### src/sv/lloyd_palette_refiner_unit_macros.svh
// Assertion macros for the palette refiner.
`ifndef LLOYD_PALETTE_REFINER_UNIT_MACROS_SVH
`define LLOYD_PALETTE_REFINER_UNIT_MACROS_SVH
`ifndef SYNTHESIS
`define LPR_ASSERT_IMPL(label, clk, rst, ante, cons) \
  label: assert property (@(posedge clk) disable iff (rst) (ante) |-> (cons)) \
    else $error("lpr assertion failed");
`define LPR_ASSERT_NEXT(label, clk, rst, ante, cons) \
  label: assert property (@(posedge clk) disable iff (rst) (ante) |=> (cons)) \
    else $error("lpr assertion failed");
`else
`define LPR_ASSERT_IMPL(label, clk, rst, ante, cons)
`define LPR_ASSERT_NEXT(label, clk, rst, ante, cons)
`endif
`endif

### src/sv/lpr_pkg.sv
`default_nettype none
package lpr_pkg;
  localparam int MaxEntries = 256;
  localparam int IdxW = 8;
  localparam int CntW = 24;
  localparam int SumW = CntW + 5;
  localparam int DistW = 14;
  localparam int SizeW = 9;

  localparam logic [1:0] OP_LOAD = 2'd0;
  localparam logic [1:0] OP_BIN = 2'd1;
  localparam logic [1:0] OP_FINISH = 2'd2;
  localparam logic [1:0] OP_READ = 2'd3;

  typedef enum logic [3:0] {
    ST_IDLE, ST_CLEAR, ST_SCAN, ST_SCAN_LAST, ST_ACC_RD, ST_ACC_WR,
    ST_FIN_RD, ST_FIN_CHK, ST_FIN_DIV, ST_FIN_WR, ST_REPORT_RD, ST_REPORT
  } state_t;

  // Commands from the controller to the datapath.
  typedef struct packed {
    logic             capture;
    logic             clr_wr;
    logic             scan_rd;
    logic             scan_cmp;
    logic             scan_first;
    logic             acc_rd;
    logic             acc_wr;
    logic             fin_rd;
    logic             div_start;
    logic             fin_wr;
    logic             rep_rd;
    logic             emit;
    logic [IdxW-1:0]  addr;
  } cmd_t;

  typedef struct packed {
    logic            div_done;
    logic            weight_zero;
    logic [IdxW-1:0] best;
  } status_t;
endpackage
`default_nettype wire

### src/sv/lpr_controller.sv
`default_nettype none
`include "lloyd_palette_refiner_unit_macros.svh"
module lpr_controller (
  input  wire logic                        clk,
  input  wire logic                        rst,
  input  wire logic                        start,
  input  wire logic [1:0]                  operation,
  input  wire logic [lpr_pkg::IdxW-1:0]    entry_index,
  input  wire logic [lpr_pkg::SizeW-1:0]   palette_size,
  input  wire lpr_pkg::status_t            status,
  output lpr_pkg::cmd_t                    cmd,
  output logic                             busy
);
  lpr_pkg::state_t state, state_next;
  logic [lpr_pkg::IdxW-1:0] ptr, ptr_next;
  logic [lpr_pkg::IdxW-1:0] last;
  logic [lpr_pkg::IdxW-1:0] idx, idx_next;
  logic first, first_next;

  // Index of the last entry in use, with the size clamped to one through 256.
  always_comb begin
    if (palette_size == '0) last = '0;
    else if (palette_size > lpr_pkg::SizeW'(lpr_pkg::MaxEntries)) last = '1;
    else last = lpr_pkg::IdxW'(palette_size - 1'b1);
  end

  always_ff @(posedge clk) begin
    if (rst) begin
      state <= lpr_pkg::ST_CLEAR;
      ptr <= '0;
      idx <= '0;
      first <= 1'b0;
    end else begin
      state <= state_next;
      ptr <= ptr_next;
      idx <= idx_next;
      first <= first_next;
    end
  end

  always_comb begin
    state_next = state;
    ptr_next = ptr;
    idx_next = idx;
    first_next = 1'b0;
    cmd = '0;
    cmd.addr = ptr;
    busy = 1'b1;
    unique case (state)
      lpr_pkg::ST_IDLE: begin
        busy = 1'b0;
        cmd.addr = entry_index;
        if (start) begin
          cmd.capture = 1'b1;
          idx_next = entry_index;
          ptr_next = '0;
          unique case (operation)
            lpr_pkg::OP_BIN: begin
              cmd.addr = '0;
              first_next = 1'b1;
              ptr_next = 8'd1;
              state_next = (last == '0) ? lpr_pkg::ST_SCAN_LAST : lpr_pkg::ST_SCAN;
            end
            lpr_pkg::OP_FINISH: begin
              cmd.addr = '0;
              state_next = lpr_pkg::ST_FIN_RD;
            end
            default: state_next = lpr_pkg::ST_REPORT_RD;
          endcase
        end
      end
      lpr_pkg::ST_CLEAR: begin
        cmd.clr_wr = 1'b1;
        ptr_next = ptr + 1'b1;
        if (ptr == '1) state_next = lpr_pkg::ST_IDLE;
      end
      lpr_pkg::ST_SCAN: begin
        // Compare the entry read last cycle while reading the next one.
        cmd.scan_cmp = 1'b1;
        cmd.scan_first = first;
        ptr_next = ptr + 1'b1;
        if (ptr == last) state_next = lpr_pkg::ST_SCAN_LAST;
      end
      lpr_pkg::ST_SCAN_LAST: begin
        cmd.scan_cmp = 1'b1;
        cmd.scan_first = first;
        state_next = lpr_pkg::ST_ACC_RD;
      end
      lpr_pkg::ST_ACC_RD: begin
        // Best index is known only after the last compare; the datapath holds it.
        cmd.acc_rd = 1'b1;
        cmd.addr = status.best;
        state_next = lpr_pkg::ST_ACC_WR;
      end
      lpr_pkg::ST_ACC_WR: begin
        cmd.acc_wr = 1'b1;
        cmd.addr = status.best;
        cmd.emit = 1'b1;
        state_next = lpr_pkg::ST_IDLE;
      end
      lpr_pkg::ST_FIN_RD: begin
        // Read the accumulators of the current entry; they are valid next cycle.
        cmd.fin_rd = 1'b1;
        state_next = lpr_pkg::ST_FIN_CHK;
      end
      lpr_pkg::ST_FIN_CHK: begin
        state_next = status.weight_zero ? lpr_pkg::ST_FIN_WR : lpr_pkg::ST_FIN_DIV;
        cmd.div_start = !status.weight_zero;
      end
      lpr_pkg::ST_FIN_DIV: begin
        if (status.div_done) begin
          cmd.fin_wr = 1'b1;
          state_next = lpr_pkg::ST_FIN_WR;
        end
      end
      lpr_pkg::ST_FIN_WR: begin
        cmd.clr_wr = 1'b1;
        ptr_next = ptr + 1'b1;
        if (ptr == '1) state_next = lpr_pkg::ST_REPORT_RD;
        else state_next = lpr_pkg::ST_FIN_RD;
      end
      lpr_pkg::ST_REPORT_RD: begin
        cmd.addr = idx;
        cmd.rep_rd = 1'b1;
        state_next = lpr_pkg::ST_REPORT;
      end
      lpr_pkg::ST_REPORT: begin
        cmd.addr = idx;
        cmd.emit = 1'b1;
        state_next = lpr_pkg::ST_IDLE;
      end
      default: state_next = lpr_pkg::ST_IDLE;
    endcase
  end

  `LPR_ASSERT_IMPL(a_idle_free, clk, rst, state == lpr_pkg::ST_IDLE, !busy)
  `LPR_ASSERT_IMPL(a_fin_clear_sweep, clk, rst, cmd.fin_wr, state == lpr_pkg::ST_FIN_DIV)
  `LPR_ASSERT_NEXT(a_acc_follows, clk, rst, state == lpr_pkg::ST_ACC_RD,
    state == lpr_pkg::ST_ACC_WR)
endmodule
`default_nettype wire

### config.mk
export PLATFORM = sky130hd
export DESIGN_NAME = lpr_controller
export DESIGN_NICKNAME = d
export VERILOG_FILES = /design/src/sv/lpr_pkg.sv /design/src/sv/lpr_controller.sv
export VERILOG_INCLUDE_DIRS = /design/src /design/src/sv
export SDC_FILE = /design/constraint.sdc
export NUM_CORES = 1
export LEC_CHECK = 0
export ABC_AREA = 0
export ABC_CLOCK_PERIOD_IN_PS = 3300
export BUFFER_PORTS_ARGS = -buffer_cell sky130_fd_sc_hd__clkbuf_2
export CORE_MARGIN = 2
export CORE_UTILIZATION = 40
export DETAILED_ROUTE_END_ITERATION = 10
export GPL_TIMING_DRIVEN = 0
export PLACE_DENSITY = 0.67
export SETUP_SLACK_MARGIN = 0.5
export SLEW_MARGIN = 30
export SYNTH_ARGS = -nofsm -noshare
export SYNTH_HDL_FRONTEND = slang
export SYNTH_SLANG_ARGS = --single-unit
### constraint.sdc
create_clock -name clk -period 3.3 [get_ports clk]
set_input_delay 0.33 -clock clk [delete_from_list [all_inputs] [get_ports clk]]
set_output_delay 0.33 -clock clk [all_outputs]
set_load 0.01 [all_outputs]
==> results.py, run 1 <==
metrics = {
    "clock_tree": {
        "clk_latency_ps": 260,
        "holdBufCountCts": 0,
        "clock-sinks": 21,
        "clock_path_buffers": 2,
        "clk_pin_slew_ps": 80,
        "post-cts-setup-buffers": 0,
        "cts_tree": "done",
        "cts_buffers": 3,
        "htree_levels": 1,
        "cts_root_buffer": "clkbuf_8",
    },
    "timing": {
        "hold_slack_ps": 295.9,
        "finalCritPeriodShare_pct": 78.08,
        "timing.final.hold_violations": 0,
        "finClkSkew_ps": 3.912,
        "setup_violations": 0,
        "worst_pin_slew_ps": 642.6,
        "slew_headroom_pct": 57.00,
        "finalCriticalPeriod_ps": 2577,
        "slew_violations": 0,
        "fin_tns_setup_ps": 0,
        "fmaxAchievable_mhz": 388.1,
        "rsz0062_at_grt": "false",
    },
    "synthesis": {
        "async_reset_ff_share_pct": 0,
        "synth_nets": 286,
        "synth.top_cell.area_share_pct": 23.40,
        "synth_ff_type": "dfxtp_1",
        "syn_avg_cell_area_um2": 7.187,
        "postSynthRegisterBits": 21,
        "synth_edf_count": 0,
        "yosys_warnings": 0,
        "ys_seq_area_share_pct": 23.40,
        "synth_area_um2": 1797,
        "ys_top_cells_by_area": "dfxtp_1 23%, nand2_1 10%, nor2_1 4.8%",
        "synth_top_area_cell": "dfxtp_1",
        "netlist_instances": 250,
        "ys_types": 56,
    },
    "power": {
        "design_power_total_uw": 532.2,
        "p_leak_nw": 0.9053,
        "irDropWorstVdd_mv": 0.2223,
        "powerDensity_nw_per_um2": 245.1,
    },
    "final_layout": {
        "seqCellArea_um2": 420.4,
        "fillers": 447,
        "layout_commonest_cell": "clkbuf_2",
        "areaGrowthSynthToFinish_pct": 20.82,
        "drive_gt1_share_pct": 25.00,
        "diodes": 0,
        "final_nets": 341,
        "layout_common_cells": "50 x clkbuf_2, 48 x nand2_1, 22 x nor2_1",
        "multi_input_area_um2": 1270,
    },
    "die": {
        "die-area_um2": 5044,
        "die_w_um": 71.02,
        "ioPinCount": 53,
        "core_area_um2": 4354,
        "die_h_um": 71.02,
        "initial_core_util_pct": 41.26,
        "rows": 24,
    },
    "detailed_routing": {
        "vias": 2016,
        "ant_nets": 0,
        "dr.first_iter.drc_count": 110,
        "firstDrtPassIters": 5,
        "viasPerCell": 5.663,
        "drc": 0,
        "wl_per_cell_um": 13.85,
        "drt-total-wl_um": 4931,
    },
    "run_status": {
        "outcome": "finished, final reports clean",
    },
    "global_route": {
        "grt_pass1_vias": 1762,
        "grt_max_degree": 12,
        "grt_usage_pct": 19.78,
        "grt_pass1_wl_um": 8238,
        "antenna_found_initial": 0,
        "grt-ovfl-total": 0,
    },
    "place": {
        "gp_congestion": 0.8227,
        "port_buffers": 50,
        "dp_hpwl_um": 3758,
    },
    "run": {
        "maxCapViolations": 0,
    },
    "worst_setup_path": {
        "crit_type": "reg2out",
        "worstPathArrival_ps": 2250,
        "crit_required_ps": 2970,
        "crit_path_end_kind": "output pin",
        "cp-start-kind": "flop",
        "worstRegToRegCells": 9,
        "path_max_fanout": 10,
    },
    "worst_hold_path": {
        "holdPathStages": 3,
        "hold_path.class": "in2reg",
    },
}
-- synth_stat cells, drive strengths merged (2+ instances only) --
cell / instances
nand2: 48
nor2: 23
dfxtp: 21
nor3: 18
a21oi: 16
inv: 12
buf: 9
xor2: 9
a222oi: 8
o21ai: 8
nor4: 6
and3: 5
clkbuf: 5
nand2b: 5
ha: 4
nand3: 4
xnor2: 4
o21a: 3
a2111oi: 2
a211oi: 2
maj3: 2
mux2i: 2
nand3b: 2
nand4: 2
o2111ai: 2
o211ai: 2
o32a: 2
o41ai: 2
or2: 2
or3b: 2
or4: 2
-- area by class of cell --
| class | count | share of cell area, % |
|---|---|---|
| Buffer | 14 | 3.458 |
| Clock buffer | 4 | 2.075 |
| Inverter | 12 | 2.075 |
| Multi-Input combinational cell | 203 | 58.50 |
| Sequential cell | 21 | 19.37 |
| Tap cell | 52 | 2.997 |
| Timing Repair Buffer | 50 | 11.53 |
-- where the power goes --
| part | total [mW] | internal (mW) | switching (mW) |
|---|---|---|---|
| combinational | 0.0988 | 0.0417 | 0.0571 |
| sequential | 0.261 | 0.256 | 0.00445 |
| clock | 0.173 | 0.0862 | 0.0863 |
-- cell families after synthesis --
kind of cell	Yosys count	synth area share (%)
muxes	2	1.114
buffers and inverters	26	6.615
DFF	21	23.40
xor gates and xnor gates	13	6.337
adders and majority gates	6	3.900
and+or+nand+nor	126	36.28
other	1	0.2087
AOI/OAI and AO/OA	55	22.15
-- stage by stage --
step	util [%]	cell area (µm²)	worst slack, ps	instances
CTS	49.71	2165	591.1	356
detailed placement	48.51	2112	405.3	352
floorplan	-	1797	860.7	250
global placement	48.51	2112	461.6	352
global route	49.86	2171	504.3	356
finish	49.86	2171	723.5	356
-- flip-flops by register name, indices dropped and copies added (netlist names) --
| name | flops |
|---|---|
| idx | 8 |
| ptr | 8 |
| state | 4 |
| first | 1 |
-- what timing repair did --
item / in CTS / in global routing
gates resized for setup: 2 / 2
pin swaps: 0 / 1
endpoints found under the hold margin: 0 / 0
setup endpoints to repair: 9 / 9
-- metal layers --
layer  vias up  routed length [µm]  share of wire [%]  track usage [%]
met4         0                  34               0.69            2.935
met1       933                2284                 46            28.40
li1       1021                   -                  -                -
met3         7                 267                5.4            3.276
met5         -                   0                  0                0
met2        55                2345                 48            31.98
-- critical path, stage by stage, from the launching register on --
cell,delay [ps]
dfxtp_1,300
clkbuf_1,180
nor4_2,460
nand2_1,360
inv_2,250
buf_2,250
clkbuf_2,170
-- path summary, 6_finish.rpt --
path / startpoint / to / slack, ps
worst max register to register: state[3] / ptr[7] / 900
worst max-delay path: state[3] / cmd[19] / 720
worst min register to register: idx[7] / idx[7] / 460
worst min-delay path: entry_index[6] / idx[6] / 300
Power figures use the tool's default switching activity.
==> inputs of run 2 (changes only) <==
Settings changed: ABC_CLOCK_PERIOD_IN_PS 3300 to 2400.
Clock period 3.3 ns to 2.4 ns, I/O delays scaled along.
==> run 2 against run 1 <==
- hold slack worse by 92 ps
- first-iteration DRC count increased by 43%
- wire length is 8.6% higher
- power grew 43%
- final cell count grew 4.5%
- critical path type is now in2reg
- sequential power up 38%
- die area did not move
- worst setup slack got worse by 470 ps
- register-to-register slack got worse by 390 ps
- combinational power increased by 59%
==> results.py, run 2 (synthesis gave the netlist of run 1 again) <==
metrics = {
    "timing": {
        "slew_headroom_pct": 65.01,
        "slew_violations": 0,
        "worst_pin_slew_ps": 524.9,
        "finalCriticalPeriod_ps": 2146,
        "setup_violations": 0,
        "timing.final.hold_violations": 0,
        "rsz0062_at_grt": "true",
        "fmaxAchievable_mhz": 466.0,
        "finalCritPeriodShare_pct": 89.42,
        "finClkSkew_ps": 4.388,
        "fin_tns_setup_ps": 0,
    },
    "global_route": {
        "grt_pass1_wl_um": 8942,
        "antenna_found_initial": 0,
        "grt_pass1_vias": 1941,
        "grt_max_degree": 13,
        "grt_usage_pct": 21.60,
        "grt-ovfl-total": 0,
    },
    "detailed_routing": {
        "drc": 0,
        "dr.first_iter.drc_count": 157,
        "viasPerCell": 5.672,
        "vias": 2110,
        "ant_nets": 0,
        "drt-total-wl_um": 5356,
        "firstDrtPassIters": 4,
        "wl_per_cell_um": 14.40,
    },
    "clock_tree": {
        "htree_levels": 1,
        "clk_pin_slew_ps": 80,
        "cts_tree": "done",
        "cts_buffers": 3,
        "cts_root_buffer": "clkbuf_8",
        "holdBufCountCts": 0,
        "clock-sinks": 21,
        "clk_latency_ps": 270,
        "clock_path_buffers": 2,
    },
    "die": {
        "initial_core_util_pct": 41.26,
        "die_w_um": 71.02,
        "ioPinCount": 53,
        "core_area_um2": 4354,
        "die_h_um": 71.02,
        "die-area_um2": 5044,
        "rows": 24,
    },
    "final_layout": {
        "layout_common_cells": "48 x clkbuf_2, 47 x nand2_1, 20 x nor2_1",
        "drive_gt1_share_pct": 35.31,
        "areaGrowthSynthToFinish_pct": 37.33,
        "multi_input_area_um2": 1379,
        "layout_commonest_cell": "clkbuf_2",
        "fin_util_pct": 56.67,
        "seqCellArea_um2": 424.2,
        "final_nets": 357,
        "reg.largest.list": "idx: 8 flops, ptr: 8 flops, state: 4 flops",
        "fillers": 408,
        "diodes": 0,
    },
    "worst_setup_path": {
        "cp_slowest_cell": "or4_4",
        "cp_num_cells": 8,
        "crit_type": "in2reg",
        "worstRegToRegCells": 9,
        "cp_slowest_stage_delay_ps": 540,
        "crit_required_ps": 2600,
        "crit_buf_inv": 1,
        "worstPathArrival_ps": 2340,
        "path_max_fanout": 5,
        "crit_family": "simple AND/OR/NAND/NOR gates",
        "crit_chain": "clkbuf_8 -> or4_4 -> or4_4 -> nor3b_2 -> nor3_1 -> a2111oi_2 -> nand4_1 -> a32oi_1",
        "cp_common_cell": "or4_4",
        "crit_path_end_kind": "flop",
        "cp-start-kind": "input port",
    },
    "run": {
        "maxCapViolations": 0,
    },
    "power": {
        "powerDensity_nw_per_um2": 308.0,
        "irDropWorstVdd_mv": 0.3387,
        "p_leak_nw": 1.042,
    },
    "run_status": {
        "outcome": "finished, final reports clean",
    },
    "place": {
        "dp_hpwl_um": 3883,
        "port_buffers": 50,
        "gp_congestion": 0.8456,
    },
    "worst_hold_path": {
        "hold_path.class": "in2reg",
        "holdPathStages": 3,
    },
}
==> run 2: power breakdown <==
group	switching, mW	total, mW	internal [mW]
logic	0.0866	0.157	0.0705
registers	0.00623	0.359	0.353
clock network	0.128	0.244	0.116
==> run 2: path summary, 6_finish.rpt <==
path / start / endpoint / slack (ps)
setup / recovery: palette_size[1] / state[0] / 250
hold / removal: entry_index[6] / idx[6] / 200
setup reg to reg: state[2] / state[0] / 510
hold reg to reg: idx[3] / idx[3] / 460
==> run 2: cell type report <==
cell class,instances,share of cell area (%)
Multi-Input combinational cell,203,55.88
Sequential cell,21,17.19
Timing Repair Buffer,66,16.18
Buffer,14,3.905
Tap cell,52,2.637
Inverter,12,2.333
Clock buffer,3,1.673
Clock inverter,1,0.2028
==> run 2: worst reg2reg max path: cells and delay by family, from the launching register on <==
family                 cells  cell delay, ps
buffers and inverters      3             370
flip-flops                 1             390
AO/OA/AOI/OAI              2             280
AND/OR/NAND/NOR            4             790
==> run 2: through the flow <==
stage          area (µm²)  hold WS, ps  power (mW)  setup WS [ps]  cells
6_report             2467        203.7      0.7599          254.0    372
5_1_grt              2467        215.0      0.7914          100.0    372
4_1_cts              2435        201.9      0.7593          230.3    371
3_5_place_dp         2170        449.0      0.5073         -238.2    352
3_3_place_gp         2170        443.8      0.5055         -172.3    352
2_1_floorplan        1854        357.2      0.4482          287.1    250
==> run 2: routing by layer <==
metal | vias to the layer above | track usage, % | part of all wire (%) | wire, µm
met5 | - | 0 | 0 | 0
met4 | 0 | 4.822 | 0.52 | 28
met3 | 2 | 3.134 | 4.5 | 241
met2 | 54 | 37.90 | 50 | 2679
met1 | 1001 | 28.09 | 45 | 2407
li1 | 1053 | - | - | -
==> run 2: what timing repair did <==
item | 4_1_cts | 5_1_grt
buffers inserted | 15 | 1
setup endpoints to repair | 21 | 16
gates resized for setup | 26 | 11
pin swaps | 18 | 3
